`src/design/assert_macros.svh`:
```
// Assertion macros used by the line dilate/erode core design file.
// No dependencies; the including scope provides clk and rst_n.
`ifndef ASSERT_MACROS_SVH
`define ASSERT_MACROS_SVH

// Same-cycle implication, disabled during reset
`define LGDE_ASSERT_IMPL(lbl, ante, cons) \
  lbl: assert property (@(posedge clk) disable iff (!rst_n) (ante) |-> (cons)) \
    else $error("lgde assertion failed");

// Next-cycle implication, disabled during reset
`define LGDE_ASSERT_NEXT(lbl, ante, cons) \
  lbl: assert property (@(posedge clk) disable iff (!rst_n) (ante) |=> (cons)) \
    else $error("lgde assertion failed");

`endif

```
`src/design/lgde_pkg.sv`:
```
// Shared constants, types and control struct for the line dilate/erode core.
// No dependencies.
package lgde_pkg;

  localparam int PIX_W      = 8;
  localparam int MAX_RADIUS = 15;
  localparam int RAD_W      = 4;
  localparam int CELL_N     = 2 * MAX_RADIUS + 1;
  localparam int IDX_W      = $clog2(CELL_N);
  localparam int CFG_IDX_W  = 1;
  localparam int CFG_DATA_W = 4;

  localparam logic [CFG_IDX_W-1:0] CFG_MODE   = 1'd0;
  localparam logic [CFG_IDX_W-1:0] CFG_RADIUS = 1'd1;

  typedef enum logic {
    ST_RUN,
    ST_FLUSH
  } state_t;

  // Sequencer to datapath controls
  typedef struct packed {
    logic             shift;  // advance the cell chain with the new pixel
    logic             load;   // load the output register
    logic             last;   // loaded item closes the line
    logic [IDX_W-1:0] sel;    // cell whose accumulator gives the result
  } ctl_t;

endpackage

```
`src/design/lgde_cell.sv`:
```
// One window cell: running max and min of the newest pixels up to this cell.
// Depends on lgde_pkg.
module lgde_cell (
  input  logic                     clk,
  input  logic                     shift,
  input  logic [lgde_pkg::PIX_W-1:0] pix,
  input  logic [lgde_pkg::PIX_W-1:0] prev_max,
  input  logic [lgde_pkg::PIX_W-1:0] prev_min,
  output logic [lgde_pkg::PIX_W-1:0] max_q,
  output logic [lgde_pkg::PIX_W-1:0] min_q
);
  import lgde_pkg::*;

  logic [PIX_W-1:0] max_r, max_nxt;
  logic [PIX_W-1:0] min_r, min_nxt;

  always_comb begin
    max_nxt = (pix > prev_max) ? pix : prev_max;
    min_nxt = (pix < prev_min) ? pix : prev_min;
  end

  always_ff @(posedge clk) begin
    if (shift) begin
      max_r <= max_nxt;
      min_r <= min_nxt;
    end
  end

  assign max_q = max_r;
  assign min_q = min_r;

endmodule

```
`src/design/lgde_seq.sv`:
```
// Line sequencer: pixel count, result timing and end-of-line flush.
// Depends on lgde_pkg.
module lgde_seq (
  input  logic                       clk,
  input  logic                       rst_n,
  input  logic                       in_valid,
  input  logic                       in_last,
  input  logic [lgde_pkg::RAD_W-1:0] radius,
  input  logic                       slot,
  output logic                       in_ready,
  output lgde_pkg::ctl_t             ctl,
  output logic                       flushing
);
  import lgde_pkg::*;

  state_t           state_r, state_nxt;
  logic [IDX_W-1:0] cnt_r, cnt_nxt;
  logic             pend_r, pend_nxt;
  logic             pend_last_r, pend_last_nxt;
  logic [RAD_W-1:0] k_r, k_nxt;

  logic [IDX_W-1:0] cnt_m1, rad_x, span_run, sel_run, span_fl, sel_fl;
  logic [RAD_W-1:0] k0;
  logic             need, acc;

  always_comb begin
    cnt_m1   = cnt_r - IDX_W'(1);
    rad_x    = IDX_W'(radius);
    need     = cnt_r > rad_x;
    span_run = {radius, 1'b0};
    sel_run  = (span_run < cnt_m1) ? span_run : cnt_m1;
    span_fl  = IDX_W'(k_r) + rad_x;
    sel_fl   = (span_fl < cnt_m1) ? span_fl : cnt_m1;
    k0       = (rad_x < cnt_m1) ? radius : cnt_m1[RAD_W-1:0];
  end

  always_comb begin
    state_nxt     = state_r;
    cnt_nxt       = cnt_r;
    pend_nxt      = pend_r;
    pend_last_nxt = pend_last_r;
    k_nxt         = k_r;
    in_ready      = 1'b0;
    acc           = 1'b0;
    ctl           = '0;
    case (state_r)
      ST_RUN: begin
        if (pend_r && pend_last_r) begin
          state_nxt = ST_FLUSH;
          k_nxt     = k0;
          pend_nxt  = 1'b0;
        end else begin
          in_ready = !(pend_r && need && !slot);
          if (pend_r && need && slot) begin
            ctl.load = 1'b1;
            ctl.sel  = sel_run;
          end
          acc       = in_valid && in_ready;
          ctl.shift = acc;
          // hold a result that could not load this cycle
          pend_nxt  = acc || (pend_r && need && !slot);
          if (acc) begin
            pend_last_nxt = in_last;
          end
          if (acc && cnt_r != IDX_W'(CELL_N)) begin
            cnt_nxt = cnt_r + IDX_W'(1);
          end
        end
      end
      ST_FLUSH: begin
        if (slot) begin
          ctl.load = 1'b1;
          ctl.sel  = sel_fl;
          ctl.last = (k_r == '0);
          if (k_r == '0) begin
            state_nxt = ST_RUN;
            cnt_nxt   = '0;
          end else begin
            k_nxt = k_r - RAD_W'(1);
          end
        end
      end
      default: begin
        state_nxt = ST_RUN;
      end
    endcase
  end

  always_ff @(posedge clk) begin
    if (!rst_n) begin
      state_r     <= ST_RUN;
      cnt_r       <= '0;
      pend_r      <= 1'b0;
      pend_last_r <= 1'b0;
      k_r         <= '0;
    end else begin
      state_r     <= state_nxt;
      cnt_r       <= cnt_nxt;
      pend_r      <= pend_nxt;
      pend_last_r <= pend_last_nxt;
      k_r         <= k_nxt;
    end
  end

  assign flushing = (state_r == ST_FLUSH);

endmodule

```
`src/design/line_grey_dilate_erode_core.sv`:
```
// Line grey dilation/erosion: windowed max or min over 2*radius+1 pixels.
// Results are read from the cell chain once their window is complete and
// held in the output register; throughput is one item per cycle within a
// line while the output is not stalled. Line end: input stalls while the
// flush sequencer drains remaining centres, one result per unstalled cycle.
// Reset (synchronous, rst_n low): mode max, radius 1, line empty, no output.
`include "assert_macros.svh"

module line_grey_dilate_erode_core (
  input  logic                            clk,
  input  logic                            rst_n,
  // Configuration write channel
  input  logic                            cfg_valid,
  output logic                            cfg_ready,
  input  logic [lgde_pkg::CFG_IDX_W-1:0]  cfg_index,
  input  logic [lgde_pkg::CFG_DATA_W-1:0] cfg_data,
  // Pixel input stream
  input  logic                            in_tvalid,
  output logic                            in_tready,
  input  logic [7:0]                      in_tdata,   // [7:0] pixel_in
  input  logic                            in_tlast,   // line_end
  // Result stream
  output logic                            out_tvalid,
  input  logic                            out_tready,
  output logic [7:0]                      out_tdata,  // [7:0] pixel_out
  output logic                            out_tlast   // out_last
);
  import lgde_pkg::*;

  // Config regs: user must write only while the core is idle; not enforced.
  logic             mode_r;
  logic [RAD_W-1:0] radius_r;

  assign cfg_ready = 1'b1;

  always_ff @(posedge clk) begin
    if (!rst_n) begin
      mode_r   <= 1'b0;
      radius_r <= RAD_W'(1);
    end else if (cfg_valid) begin
      case (cfg_index)
        CFG_MODE:   mode_r   <= cfg_data[0];
        CFG_RADIUS: radius_r <= cfg_data[RAD_W-1:0];
        default:    ;
      endcase
    end
  end

  // Cell chain. Cell k holds the max and min of the newest k+1 pixels of the
  // line; each accepted pixel folds into the neighbor's values as they move
  // one cell down. Cells beyond the line's pixel count hold stale data and
  // are never selected.
  logic [PIX_W-1:0] pix;
  logic [PIX_W-1:0] max_a [CELL_N];
  logic [PIX_W-1:0] min_a [CELL_N];
  ctl_t             ctl;
  logic             slot;
  logic             flushing;

  assign pix = in_tdata[PIX_W-1:0];

  lgde_cell u_cell0 (
    .clk      (clk),
    .shift    (ctl.shift),
    .pix      (pix),
    .prev_max (pix),
    .prev_min (pix),
    .max_q    (max_a[0]),
    .min_q    (min_a[0])
  );

  for (genvar g = 1; g < CELL_N; g++) begin : g_cell
    lgde_cell u_cell (
      .clk      (clk),
      .shift    (ctl.shift),
      .pix      (pix),
      .prev_max (max_a[g-1]),
      .prev_min (min_a[g-1]),
      .max_q    (max_a[g]),
      .min_q    (min_a[g])
    );
  end

  // Sequencer: decides when a window is complete and drains the line end.
  lgde_seq u_seq (
    .clk      (clk),
    .rst_n    (rst_n),
    .in_valid (in_tvalid),
    .in_last  (in_tlast),
    .radius   (radius_r),
    .slot     (slot),
    .in_ready (in_tready),
    .ctl      (ctl),
    .flushing (flushing)
  );

  // Output register: free when empty or being taken this cycle, so a new
  // result can load while the previous one leaves.
  logic             out_vld_r, out_vld_nxt;
  logic [PIX_W-1:0] out_pix_r, out_pix_nxt;
  logic             out_last_r, out_last_nxt;

  assign slot = !out_vld_r || out_tready;

  always_comb begin
    out_vld_nxt  = out_vld_r && !out_tready;
    out_pix_nxt  = out_pix_r;
    out_last_nxt = out_last_r;
    if (ctl.load) begin
      out_vld_nxt  = 1'b1;
      out_pix_nxt  = mode_r ? min_a[ctl.sel] : max_a[ctl.sel];
      out_last_nxt = ctl.last;
    end
  end

  always_ff @(posedge clk) begin
    if (!rst_n) begin
      out_vld_r <= 1'b0;
    end else begin
      out_vld_r <= out_vld_nxt;
    end
  end

  always_ff @(posedge clk) begin
    out_pix_r  <= out_pix_nxt;
    out_last_r <= out_last_nxt;
  end

  assign out_tvalid = out_vld_r;
  assign out_tdata  = out_pix_r;
  assign out_tlast  = out_last_r;

  // Never overwrite a result that has not been taken.
  `LGDE_ASSERT_IMPL(a_no_overwrite, ctl.load, !out_vld_r || out_tready)
  // A line end item always blocks input in the following cycle.
  `LGDE_ASSERT_NEXT(a_end_blocks, in_tvalid && in_tready && in_tlast, !in_tready)
  // The chain stays frozen while the flush reads it.
  `LGDE_ASSERT_IMPL(a_flush_frozen, flushing, !ctl.shift && !in_tready)

endmodule
```
`config.mk`:
```
export PLATFORM = sky130hd
export DESIGN_NAME = line_grey_dilate_erode_core
export DESIGN_NICKNAME = d
export VERILOG_FILES = /design/src/design/lgde_pkg.sv /design/src/design/lgde_cell.sv /design/src/design/lgde_seq.sv /design/src/design/line_grey_dilate_erode_core.sv
export VERILOG_INCLUDE_DIRS = /design/src /design/src/design
export SDC_FILE = /design/constraint.sdc
export NUM_CORES = 2
export LEC_CHECK = 0
export CORE_MARGIN = 1.5
export CORE_UTILIZATION = 60
export CTS_CLUSTER_DIAMETER = 60
export CTS_CLUSTER_SIZE = 10
export DETAILED_ROUTE_END_ITERATION = 8
export DONT_BUFFER_PORTS = 1
export GPL_TIMING_DRIVEN = 0
export PLACE_DENSITY = 0.73
export SLEW_MARGIN = 20
export SYNTH_ARGS = -nofsm -noshare
export SYNTH_HDL_FRONTEND = slang
export SYNTH_HIERARCHICAL = 1
export SYNTH_SLANG_ARGS = --single-unit
```
`constraint.sdc`:
```
create_clock -name clk -period 20.4 [get_ports clk]
set_input_delay 3.06 -clock clk [delete_from_list [all_inputs] [get_ports clk]]
set_output_delay 3.06 -clock clk [all_outputs]
set_load 0.005 [all_outputs]
```
; Word-level counts from Yosys, hierarchy flattened
; Index checks and enable logic that the tools add are counted.
[word_totals]
output_inout_bits = 12
input_bits = 19
regBits = 515
[classes]
n_bitwise = 4
eq_ne = 7
reduce_logical = 20
add_sub_neg = 4
magnitude_cmp = 65
mux = 95
[op_table]
columns = operator, count
row1 = $mux W8, 65
row2 = $gt A8 B8 Y1, 30
row3 = $lt A8 B8 Y1, 30
row4 = $bmux W8 S5, 2
row5 = $mux W5, 8
row6 = $pmux W5 S2, 2
row7 = $mux W4, 4
row8 = $lt A5 B5 Y1, 2
row9 = $mux W1, 9
row10 = $pmux W4 S2, 1
row11 = $logic_and A1 B1 Y1, 7
row12 = $mux W7, 1
row13 = $ge A6 B6 Y1 const B, 1
row14 = $ne A2 B1 Y1 const B, 3
row15 = $ne A2 B2 Y1 const B, 3
row16 = $not A5 Y6, 1
row17 = $reduce_and A2 Y1, 3
row18 = $reduce_and A3 Y1, 2
row19 = $add A4 B4 Y5, 1
row20 = $add A5 B1 Y5 const B, 1
row21 = $gt A5 B4 Y1, 1
row22 = $lt A4 B5 Y1, 1
row23 = $ne A5 B5 Y1 const B, 1
row24 = $sub A5 B1 Y5 const B, 1
row25 = 8 further kinds, 15

; Depth between registers and ports, before layout
[depth]
word_depth = 11
ltp_mapped = 20
mapped_depth_nobuf = 15

; Hierarchy
; Netlist, hierarchy kept.
[modules_own_cells]
columns = mod, seq_area_each_um2, cells_each, area_per_inst_um2, instances
row1 = lgde_cell, 480.5, 82, 1047.3, 31
row2 = line_grey_dilate_erode_core, 390.4, 396, 4714.5, 1
row3 = lgde_seq, 240.2, 158, 1357.6, 1

; Worst setup path after synthesis
; Ideal clock, no wire load.
[synth_timing]
path_kind = input to register
start = in out_tready
end = reg u_seq.pend_last_r
setup_slack_ns = 4.496
setup_ns = 0.152
path_buffers = 1
t_arrival_ns = 15.752
t_required_ns = 20.248
path_stages = 6
cell_sequence = nand2b_1 > clkbuf_1 > a211o_1 > and3_1 > mux2i_1 > nor2_1
[synth_between]
elab_chain_cells = 6
[synth_rtl]
columns = element, line
row1 = "start, declared", line_grey_dilate_erode_core.sv:24  ; input logic out_tready,
row2 = $logic_or A1 B1 Y1, line_grey_dilate_erode_core.sv:103  ; assign slot = !out_vld_r || out_tready;
row3 = $logic_not A1 Y1, lgde_seq.sv:53  ; in_ready = !(pend_r && need && !slot);
row4 = $logic_and A1 B1 Y1, lgde_seq.sv:53
row5 = $logic_not A1 Y1, lgde_seq.sv:53
row6 = $logic_and A1 B1 Y1, lgde_seq.sv:58  ; acc = in_valid && in_ready;
row7 = $reduce_and A3 Y1 (no line), -
row8 = "end signal, assigned", lgde_seq.sv:100  ; pend_last_r <= pend_last_nxt;
row9 = "end, declared", lgde_seq.sv:19  ; logic pend_last_r, pend_last_nxt;
; No other way between the ends.
; A chain may end at the register's enable or synchronous reset.

; Worst setup path after layout
[layout_timing]
start = in out_tready
end = out in_tready
[layout_between]
elab_chain_cells = 6
[layout_rtl]
columns = element, line
row1 = $logic_or A1 B1 Y1, line_grey_dilate_erode_core.sv:103
row2 = $logic_not A1 Y1, lgde_seq.sv:53
row3 = $logic_and A1 B1 Y1, lgde_seq.sv:53
row4 = $logic_not A1 Y1, lgde_seq.sv:53
row5 = $mux W1, lgde_seq.sv:48  ; if (pend_r && pend_last_r) begin
row6 = $mux W1, lgde_seq.sv:46  ; case (state_r)
row7 = "end, declared", line_grey_dilate_erode_core.sv:19  ; output logic in_tready,
; No other way between the ends.

==> run_results.csv <==
group,metric,value,unit
sta,slew_viol_final,0,
routing,wl,100,mm
critical_path,worstReg2RegStart,"u_seq/cnt_r[0]",
final_layout,insertedDiodeCount,0,
sta,max_freq,142,MHz
synth,syn_area,38500,µm²
grt,grt_pass1_wl,155,mm
synth,synth_adder_area_share,15.9,%
power_and_ir_drop,power,3.52,mW
sta,hold_viol,0,
clock_network,cts_resized,0,
routing,post_drt_wl_per_cell,24.8,µm
synth,ys_warn_count,6,
flow_run,cap_viol_max_count,0,
critical_path,endpoint,"in_tready",
floorplanning,start_util,60.9,%
synth,synth_compound_area_share,11.2,%
grt,first_global_vias,27600,
floorplanning,die_x,256,µm
routing,vias_per_cell,6.61,
sta,rsz0062_at_grt,"false",
grt,gr-usage-all-layers,30.2,%
synth,muxShareOfSynthArea,21.9,%
final_layout,final_common_cell,"mux2_2",
sta,final.setup_skew,15.2,ps
clock_network,clk_pin_slew_worst_paths,50,ps
floorplanning,io_pins,31,
synth,ys_async_sr_fraction,0,%
sta,slew_headroom,22.0,%
run_status,status,"finished clean",
final_layout,fin_nets,3675,
clock_network,cts_tree,"built",
sta,setup_viol,0,
critical_path,endpoint_kind,"output pin",
worst_hold_path,hold_path_class,"register to register",
clock_network,clock_latency,650,ps
critical_path,r2r-end,"out_tdata[5]",
synth,syn_area_per_cell,12.4,µm²
routing,drc,0,
routing,dr_total_vias,26700,
critical_path,required,17340,ps
critical_path,crit_type,"primary input to output pin",
clock_network,cts_buffer_depth,3,
clock_network,cts_sinks,523,
grt,overflow,0,
synth,syn_nets,3602,
floorplanning,design.die.area,65800,µm²
critical_path,worstPathMaxFanout,9,
placement,place_congestion,0.944,
power_and_ir_drop,power_leakage,16.9,nW
sta,worstMarginPinSlew,1170,ps
floorplanning,die_h,256,µm
synth,synth-edff-count,505,
synth,ys_types,73,
clock_network,numCtsBuffers,61,
critical_path,cp-startpoint,"out_tready",
power_and_ir_drop,ir_drop,69.1,µV
synth,synthFlopType,"edfxtp_1",
synth,netlist_instances,3096,
final_layout,fill_cells,4633,
routing,drt_pass1_iterations,6,
sta,fin_crit_sh,34.5,%
clock_network,ctsHoldBuffers,0,
final_layout,area_growth,7.88,%
critical_path,reg2reg_depth,18,
sta,setup_ws,13370,ps
placement,port_buffers,0,
final_layout,mostFrequentLayoutCells,"mux2_2, edfxtp_1, ha_1",
routing,postRouteAntennaNets,0,
placement,hpwl,67.6,mm
synth,synth_top_family_by_area,"multiplexers",
grt,grt_max_degree,129,
synth,synth-simple-area-share,5.03,%
sta,fin_crit,7030,ps
grt,antenna_found_initial,0,
clock_network,cts_setup_buffers,0,
sta,hold_slack,534,ps
clock_network,clockRootBuffer,"clkbuf_16",
placement,place_ws,13170,ps
routing,drt-initial-drc-count,2435,
synth,yosys.area_share.xor_xnor,0.198,%
synth,ys_ff_latch,523,
final_layout,drive_gt1_share,25.2,%
floorplanning,row_count,92,
floorplanning,core_area,63300,µm²
clock_network,htreeDepth,2,
power_and_ir_drop,power.density,84.6,nW/µm²
critical_path,r2r_setup_slack,14890,ps
critical_path,cp.arrival,3970,ps
synth,seq_area_frac_synth,40.3,%
final_layout,final_core_util,65.7,%
critical_path,cp-start-kind,"primary input",
## power by group
group,leakage [nW],internal [mW],switching (mW)
combinational,11.0,0.507,0.483
sequential,5.05,1.39,0.132
clock,0.839,0.564,0.438
## per-layer routing
layer,vias up,part of all wire (%),wire length [µm],track usage (%)
li1,12000,-,-,-
met1,13500,41,41500,39.7
met2,1013,48,47800,50.4
met3,213,7.1,7140,4.92
met4,0,3.7,3760,11.5
met5,-,0,0,0
## sequential cells by signal (all words and copies together), names as in the netlist, 4 cells and up
register / flops
u_seq/cnt_r: 5
g_cell.u_cell/min_q: 240
u_cell0/min_q: 8
out_tdata: 8
u_seq/k_r: 4
u_cell0/max_q: 8
g_cell.u_cell/max_q: 240
radius_r: 4
## stage by stage
stage | TNS, ps | area, µm² | std cells
after floorplan | 0 | 38500 | 3096
after global placement | -230830 | 39600 | 3942
after detailed placement | 0 | 39900 | 3952
after CTS | 0 | 41600 | 4039
after global routing | 0 | 41600 | 4039
final | 0 | 41600 | 4039
## synthesized netlist by cell type, types with 11 or more instances
cell type / number / share of area (%)
mux2_2: 526 / 15
edfxtp_1: 505 / 39
ha_1: 486 / 16
inv_1: 478 / 4.7
a21oi_1: 137 / 1.8
nand4_1: 99 / 1.6
mux4_2: 83 / 4.9
nor2_1: 78 / 0.76
a211oi_1: 69 / 1.3
nand2_1: 60 / 0.58
o211ai_1: 54 / 1.1
o21ai_0: 46 / 0.60
nor2b_1: 41 / 0.67
nand2b_1: 37 / 0.60
o21a_1: 34 / 0.66
a211o_1: 32 / 0.73
o21ai_2: 32 / 0.73
o32ai_4: 31 / 2.2
mux2i_1: 28 / 0.73
clkbuf_1: 18 / 0.18
dfxtp_1: 18 / 0.94
o221ai_1: 18 / 0.41
buf_2: 17 / 0.22
o22ai_1: 16 / 0.26
mux4_1: 14 / 0.95
buf_4: 11 / 0.21
nand3b_1: 11 / 0.21
## kinds of logic after synthesis
logic type / Yosys count
xor+xnor: 7
other cells: 1
fa+ha+maj: 488
flops: 523
compound gates: 532
simple gates: 360
mux: 651
buf+inv: 534
## worst min-delay path by stage
stage / startpoint / end / slack [ps] / depth (start not counted)
detailed placement: u_seq/pend_r / u_seq/pend_r / 520 / 2
CTS: u_seq/pend_r / u_seq/pend_r / 520 / 2
global placement: u_seq/pend_r / u_seq/pend_r / 480 / 2
finish: u_seq/pend_last_r / u_seq/pend_last_r / 530 / 2
floorplan: u_seq/pend_r / u_seq/pend_r / 460 / 2
global route: u_seq/pend_r / u_seq/pend_r / 540 / 2
## worst max-delay path, stage by stage
cell and delay, ps:
nand2b_1 140, clkbuf_1 230, a211o_1 330, and2_1 200
## area by class of cell
| type | count | area, µm² | area share (%) |
|---|---|---|---|
| sequential | 523 | 15500 | 37.3 |
| timing repair buffer | 10 | 260 | 0.626 |
| multi-input combinational | 2039 | 20900 | 50.2 |
| inverter | 478 | 1790 | 4.32 |
| tap | 846 | 1060 | 2.55 |
| buffer | 56 | 344 | 0.828 |
| clock buffer | 79 | 1640 | 3.94 |
| clock inverter | 8 | 77.6 | 0.187 |
No activity file was read; power rests on OpenSTA's default activity.
